### config.mk
export PLATFORM = sky130hd
export DESIGN_NAME = integer_divide_modulo_unit
export DESIGN_NICKNAME = d
export VERILOG_FILES = /design/src/rtl/idmu_pkg.sv /design/src/rtl/integer_divide_modulo_unit.sv
export SDC_FILE = /design/constraint.sdc
export NUM_CORES = 1
export LEC_CHECK = 0
export BUFFER_PORTS_ARGS = -buffer_cell sky130_fd_sc_hd__buf_2
export CORE_MARGIN = 1.5
export CORE_UTILIZATION = 35
export CTS_CLUSTER_DIAMETER = 40
export DETAILED_ROUTE_END_ITERATION = 12
export GPL_ROUTABILITY_DRIVEN = 0
export PLACE_DENSITY_LB_ADDON = 0.2
export REMOVE_ABC_BUFFERS = 1
export SETUP_SLACK_MARGIN = 0.2
export SYNTH_ARGS = -nofsm -noshare
export SYNTH_HDL_FRONTEND = slang
export SYNTH_SLANG_ARGS = --single-unit
export TNS_END_PERCENT = 20
### constraint.sdc
create_clock -name clk_i -period 6.7 [get_ports clk_i]
set_input_delay 1.34 -clock clk_i [delete_from_list [all_inputs] [get_ports clk_i]]
set_output_delay 1.34 -clock clk_i [all_outputs]
set_load 0.005 [all_outputs]
### src/rtl/idmu_pkg.sv
// ----------------------------------------------------------------------------
// idmu_pkg
// shared types and constants for the integer divide and remainder unit
// ----------------------------------------------------------------------------
`default_nettype none

package idmu_pkg;

  localparam int unsigned DATA_WIDTH = 32;

  // opcode field encoding
  localparam logic [1:0] OP_DIVU = 2'd0;
  localparam logic [1:0] OP_DIV  = 2'd1;
  localparam logic [1:0] OP_REMU = 2'd2;
  localparam logic [1:0] OP_REM  = 2'd3;

  typedef struct packed {
    logic [1:0]            opcode;
    logic [DATA_WIDTH-1:0] dividend;
    logic [DATA_WIDTH-1:0] divisor;
  } idmu_req_t;

  typedef struct packed {
    logic [DATA_WIDTH-1:0] result;
    logic                  divide_by_zero;
  } idmu_rsp_t;

endpackage

`default_nettype wire

### src/rtl/integer_divide_modulo_unit.sv
// ----------------------------------------------------------------------------
// integer_divide_modulo_unit
// restoring shift-subtract divider for signed and unsigned quotient/remainder
// ----------------------------------------------------------------------------
// One transaction in, one transaction out. The unit takes one transaction at
// a time: the cycle of acceptance forms the operand magnitudes, then the
// restoring loop retires one quotient bit per cycle until all DATA_WIDTH
// bits are done, and the fix-up state applies the sign and loads the output
// register. The result becomes valid and the input opens again together, so
// a new transaction is taken only once the previous one has left the loop
// and the fix-up state. The loop length is set by the single shared
// subtractor that the partial remainder passes through once per bit. A zero
// divisor skips the loop, goes straight to the fix-up state, raises
// divide_by_zero and returns 0. Signed operations truncate toward zero; the
// most negative value divided by -1 wraps to itself with remainder 0. The
// output register lets a new transaction enter while the previous result
// still waits to be taken; the fix-up cycle stalls only while that older
// result is still held.
// ----------------------------------------------------------------------------
`default_nettype none

module integer_divide_modulo_unit
  import idmu_pkg::*;
(
  input  wire logic      clk_i,
  input  wire logic      rst_ni,
  input  wire logic      in_valid_i,
  output logic           in_ready_o,
  input  wire idmu_req_t in_data_i,
  output logic           out_valid_o,
  input  wire logic      out_ready_i,
  output idmu_rsp_t      out_data_o
);

  localparam int unsigned W    = DATA_WIDTH;
  localparam int unsigned CntW = $clog2(W);

  // state codes
  localparam logic [1:0] ST_IDLE = 2'd0;
  localparam logic [1:0] ST_CALC = 2'd1;
  localparam logic [1:0] ST_FIX  = 2'd2;

  logic [1:0]      state_q, state_d;
  logic [CntW-1:0] cnt_q, cnt_d;

  // datapath shift registers: quo holds the dividend bits shifting out and
  // the quotient bits shifting in; rem is the partial remainder
  logic [W-1:0] rem_q, rem_d;
  logic [W-1:0] quo_q, quo_d;
  logic [W-1:0] den_q, den_d;
  logic         is_rem_q, is_rem_d;
  logic         neg_quo_q, neg_quo_d;
  logic         neg_rem_q, neg_rem_d;
  logic         dbz_q, dbz_d;

  logic         out_valid_q, out_valid_d;
  idmu_rsp_t    out_data_q, out_data_d;

  // operand magnitudes formed at acceptance
  logic         a_neg, b_neg;
  logic [W-1:0] a_mag, b_mag;

  // one restoring step
  logic [W:0]   trial;
  logic [W+1:0] diff;
  logic         fits;

  // sign fix-up
  logic [W-1:0] fix_val;
  logic         fix_neg;
  logic [W-1:0] fix_res;

  logic in_fire;
  logic out_free;

  assign in_ready_o  = (state_q == ST_IDLE);
  assign in_fire     = in_valid_i && in_ready_o;
  assign out_free    = !out_valid_q || out_ready_i;
  assign out_valid_o = out_valid_q;
  assign out_data_o  = out_data_q;

  // signed opcodes work on magnitudes
  assign a_neg = in_data_i.opcode[0] && in_data_i.dividend[W-1];
  assign b_neg = in_data_i.opcode[0] && in_data_i.divisor[W-1];
  assign a_mag = a_neg ? (~in_data_i.dividend + W'(1)) : in_data_i.dividend;
  assign b_mag = b_neg ? (~in_data_i.divisor + W'(1)) : in_data_i.divisor;

  // shift the next dividend bit into the remainder and try the subtract
  assign trial = {rem_q, quo_q[W-1]};
  assign diff  = {1'b0, trial} - {2'b00, den_q};
  assign fits  = !diff[W+1];

  // quotient takes the xor of the signs, remainder the dividend's sign
  assign fix_val = is_rem_q ? rem_q : quo_q;
  assign fix_neg = is_rem_q ? neg_rem_q : neg_quo_q;
  assign fix_res = dbz_q ? '0 : (fix_neg ? (~fix_val + W'(1)) : fix_val);

  always_comb begin
    state_d     = state_q;
    cnt_d       = cnt_q;
    rem_d       = rem_q;
    quo_d       = quo_q;
    den_d       = den_q;
    is_rem_d    = is_rem_q;
    neg_quo_d   = neg_quo_q;
    neg_rem_d   = neg_rem_q;
    dbz_d       = dbz_q;
    out_valid_d = out_valid_q;
    out_data_d  = out_data_q;

    // result taken downstream
    if (out_valid_q && out_ready_i) begin
      out_valid_d = 1'b0;
    end

    unique case (state_q)
      ST_IDLE: begin
        if (in_fire) begin
          rem_d     = '0;
          quo_d     = a_mag;
          den_d     = b_mag;
          cnt_d     = '0;
          is_rem_d  = in_data_i.opcode[1];
          neg_quo_d = a_neg ^ b_neg;
          neg_rem_d = a_neg;
          dbz_d     = (in_data_i.divisor == '0);
          // zero divisor bypasses the loop
          state_d   = (in_data_i.divisor == '0) ? ST_FIX : ST_CALC;
        end
      end
      ST_CALC: begin
        rem_d = fits ? diff[W-1:0] : trial[W-1:0];
        quo_d = {quo_q[W-2:0], fits};
        cnt_d = cnt_q + CntW'(1);
        if (cnt_q == CntW'(W - 1)) begin
          state_d = ST_FIX;
        end
      end
      ST_FIX: begin
        // wait here while the previous result is still held
        if (out_free) begin
          out_valid_d                = 1'b1;
          out_data_d.result          = fix_res;
          out_data_d.divide_by_zero  = dbz_q;
          state_d                    = ST_IDLE;
        end
      end
      default: begin
        state_d = ST_IDLE;
      end
    endcase
  end

  // control state
  always_ff @(posedge clk_i or negedge rst_ni) begin
    if (!rst_ni) begin
      state_q     <= ST_IDLE;
      cnt_q       <= '0;
      out_valid_q <= 1'b0;
    end else begin
      state_q     <= state_d;
      cnt_q       <= cnt_d;
      out_valid_q <= out_valid_d;
    end
  end

  // payload registers
  always_ff @(posedge clk_i) begin
    rem_q      <= rem_d;
    quo_q      <= quo_d;
    den_q      <= den_d;
    is_rem_q   <= is_rem_d;
    neg_quo_q  <= neg_quo_d;
    neg_rem_q  <= neg_rem_d;
    dbz_q      <= dbz_d;
    out_data_q <= out_data_d;
  end

  // a zero divisor always returns a zero result
  assert property (@(posedge clk_i) disable iff (!rst_ni)
    (out_valid_q && out_data_q.divide_by_zero) |-> (out_data_q.result == '0))
    else $error("divide by zero with nonzero result");

  // partial remainder stays below the divisor once the loop is done
  assert property (@(posedge clk_i) disable iff (!rst_ni)
    (state_q == ST_FIX && !dbz_q) |-> (rem_q < den_q))
    else $error("remainder not below divisor");

  // an accepted transaction closes the input until its result is formed
  assert property (@(posedge clk_i) disable iff (!rst_ni)
    in_fire |=> !in_ready_o)
    else $error("input reopened right after acceptance");

  // a new result appears only out of the fix-up state
  assert property (@(posedge clk_i) disable iff (!rst_ni)
    $rose(out_valid_q) |-> ($past(state_q) == ST_FIX))
    else $error("result produced outside fix-up");

endmodule

`default_nettype wire
==> run metrics <==
CTS buffer count 17; Cell Area, Synth 0.00964 sq mm; gr usage total 0.167; Setup CP Type reg -> reg; CP peak stage delay 780 ps; number of hold buffers added after cts 0; pre-CTS WS 2300 ps; layout cells sized above 1 0.146; post-CTS sizing 0; drt pass-1 iters 4; nets@finish 1215; die height 169 um; clock buffer depth 2; Rel. slew slack 0.289; most frequent cells in the layout 133 x edfxtp_1, 121 x nor2_1, 104 x buf_2, 85 x nand2_1, 77 x o21ai_0; cells on worst reg2reg path 9; WL/cell 16.0 um; Pwr Total 4.96 mW; first-pass GRT wire length 37.3 mm; fillers 2749; crit path cell chain buf_4, mux2i_1, o211ai_1, or2_2, nand3b_1, nor3_1, a41oi_1, xor2_1, nor2_1; core box area 0.0270 sq mm; Worst VDD drop 0.198 mV; layout overhead on the synthesized area 15.1%; met2 WL 10.2 mm; worst-path fanout max 50; crit path time final 3930 ps; setup ws final 2770 ps; Synth Warn # 0; CP startpoint kind flip-flop; Ports 105; Total Wirelength 23.4 mm; DP HPWL 18.2 mm; H-tree level count 4; Top FF cell, synth edfxtp_1; Inst Count DP 1429; # setup viols final 0; Critical Path Sink Type flip-flop; vias per cell 5.10; WP data required 6850 ps; Power per Cell Area 447 mW/mm^2; Post-Layout Cell Count 1461; status complete, no violations; max cap viols 0; DR DRC count 0; number of clock sinks 141; fin crit share 0.586; number of port buffers 104; Synth async-reset ratio 0.0567; Mapped Cells 1013; vias 7456; n_diodes 0; root buffer cell clkbuf_16; sequential fraction of the synthesis area 0.435; Post-CTS Setup Inserts 0; design area 0.0111 sq mm; largest net degree at the start of global routing 51; Slew @ Worst Pin 1060 ps; Final Util 0.411; Post-DP Area 0.0105 sq mm; CTS tree built; P_leak 4.50 nW; Yosys cell types 65; Slew Viols, Final 0; vias in the first global route 7087; clk_lat worst skew 430 ps; top routing layer in use met4; Hold/Removal Path Class reg -> reg; syn_area_per_cell 9.52 sq um; met1 wire length 12.1 mm; die area 0.0286 sq mm; Hold Crit Depth 1; Post-synth EDFFs 133; Reg area 0.00419 sq mm; setup TNS 0 ps; RSZ-0062 raised after global routing no; Initial Util 0.357; DIE WIDTH 169 um; critical path arrival 4080 ps; Final ANT Viol Nets 0; Detailed Route Iter0 Violations 342; Fin. Hold Viols 0; Achievable Freq 254 MHz; Worst-path clk slew 60 ps; Hold WS 500 ps; row count 60; Met3 Routed Length 855 um; grt ovf 0; Yosys reg bits 141; Worst path slowest cell edfxtp_1; clk_skew 11.3 ps; commonest non-fill, non-tap cell in the layout edfxtp_1; initial antenna violation count 0; Multi-input gate area 0.00515 sq mm
report_power, final:
| part | switching (mW) | internal (mW) |
|---|---|---|
| Sequential | 0.304 | 1.42 |
| Combinational | 1.33 | 0.975 |
| Clock | 0.394 | 0.547 |
worst max-delay path: cells and delay by family, from the launching register on:
kind            cells  cell delay, ps
simple gates        4            1190
flops               1             780
buf+inv             1             640
mux                 1             430
compound gates      2             390
xor+xnor            1             210
flip-flops by register name, indices dropped and copies added, names as in the netlist:
name	count
state_q	2
neg_rem_q	1
neg_quo_q	1
quo_q	32
den_q	32
out_data_o	33
dbz_q	1
cnt_q	5
is_rem_q	1
out_valid_o	1
rem_q	32
layout make-up:
type,instances,area share
multi-input cells,785,0.464
clock buffers,18,0.0387
repair buffers,110,0.0509
flip-flops and latches,141,0.378
clock inverters,14,0.0130
well taps,341,0.0384
inverters,52,0.0176
metal layers:
metal	vias up	GRT usage
li1	3876	-
met1	3408	0.240
met3	25	0.0257
met4	0	0.0539
met5	-	0
met2	147	0.259
cells in the mapped netlist (3+ instances only):
| master | n | area share |
|---|---|---|
| a211oi_1 | 8 | 0.0062 |
| a21boi_0 | 4 | 0.0031 |
| a21o_1 | 13 | 0.010 |
| a21oi_1 | 66 | 0.034 |
| a31oi_1 | 6 | 0.0039 |
| a41oi_1 | 3 | 0.0027 |
| and2_1 | 8 | 0.0052 |
| and3_1 | 7 | 0.0045 |
| buf_1 | 5 | 0.0019 |
| buf_2 | 5 | 0.0026 |
| clkbuf_1 | 25 | 0.0097 |
| dfrtp_1 | 8 | 0.021 |
| edfxtp_1 | 133 | 0.41 |
| ha_1 | 37 | 0.048 |
| inv_1 | 52 | 0.020 |
| mux2_2 | 7 | 0.0082 |
| mux2i_1 | 50 | 0.052 |
| nand2_1 | 85 | 0.033 |
| nand2b_1 | 13 | 0.0084 |
| nand3_1 | 10 | 0.0052 |
| nand3b_1 | 4 | 0.0031 |
| nand4_1 | 7 | 0.0045 |
| nor2_1 | 121 | 0.047 |
| nor2b_1 | 9 | 0.0058 |
| nor3_1 | 31 | 0.016 |
| nor3b_1 | 7 | 0.0054 |
| nor4_1 | 5 | 0.0032 |
| o211ai_1 | 8 | 0.0062 |
| o21ai_0 | 77 | 0.040 |
| o21ai_1 | 8 | 0.0042 |
| o21bai_1 | 4 | 0.0031 |
| o22ai_1 | 6 | 0.0039 |
| o31ai_1 | 10 | 0.0078 |
| o41ai_1 | 7 | 0.0064 |
| or2_2 | 4 | 0.0026 |
| or3_1 | 10 | 0.0065 |
| or4_1 | 7 | 0.0054 |
| xnor2_1 | 67 | 0.061 |
| xor2_1 | 42 | 0.038 |
path summary, 6_finish.rpt:
kind	slack (ps)	to	from
max	2770	out_data_o[31]	is_rem_q
min	500	cnt_q[0]	cnt_q[0]
max reg2reg	2770	out_data_o[31]	is_rem_q
min reg2reg	500	cnt_q[0]	cnt_q[0]
max in group asynchronous	5790	state_q[1]	rst_ni
min in group asynchronous	740	cnt_q[2]	rst_ni
logic make-up (layout without fill, tap and decap cells):
logic type	after synthesis	after routing	share of synthesized area
compound gates	244	244	0.156
xor+xnor	109	109	0.0990
fa+ha+maj	38	38	0.0501
buf+inv	87	194	0.0345
flops	141	141	0.435
mux	57	57	0.0601
simple gates	337	337	0.165
Power figures use the tool's default switching activity.
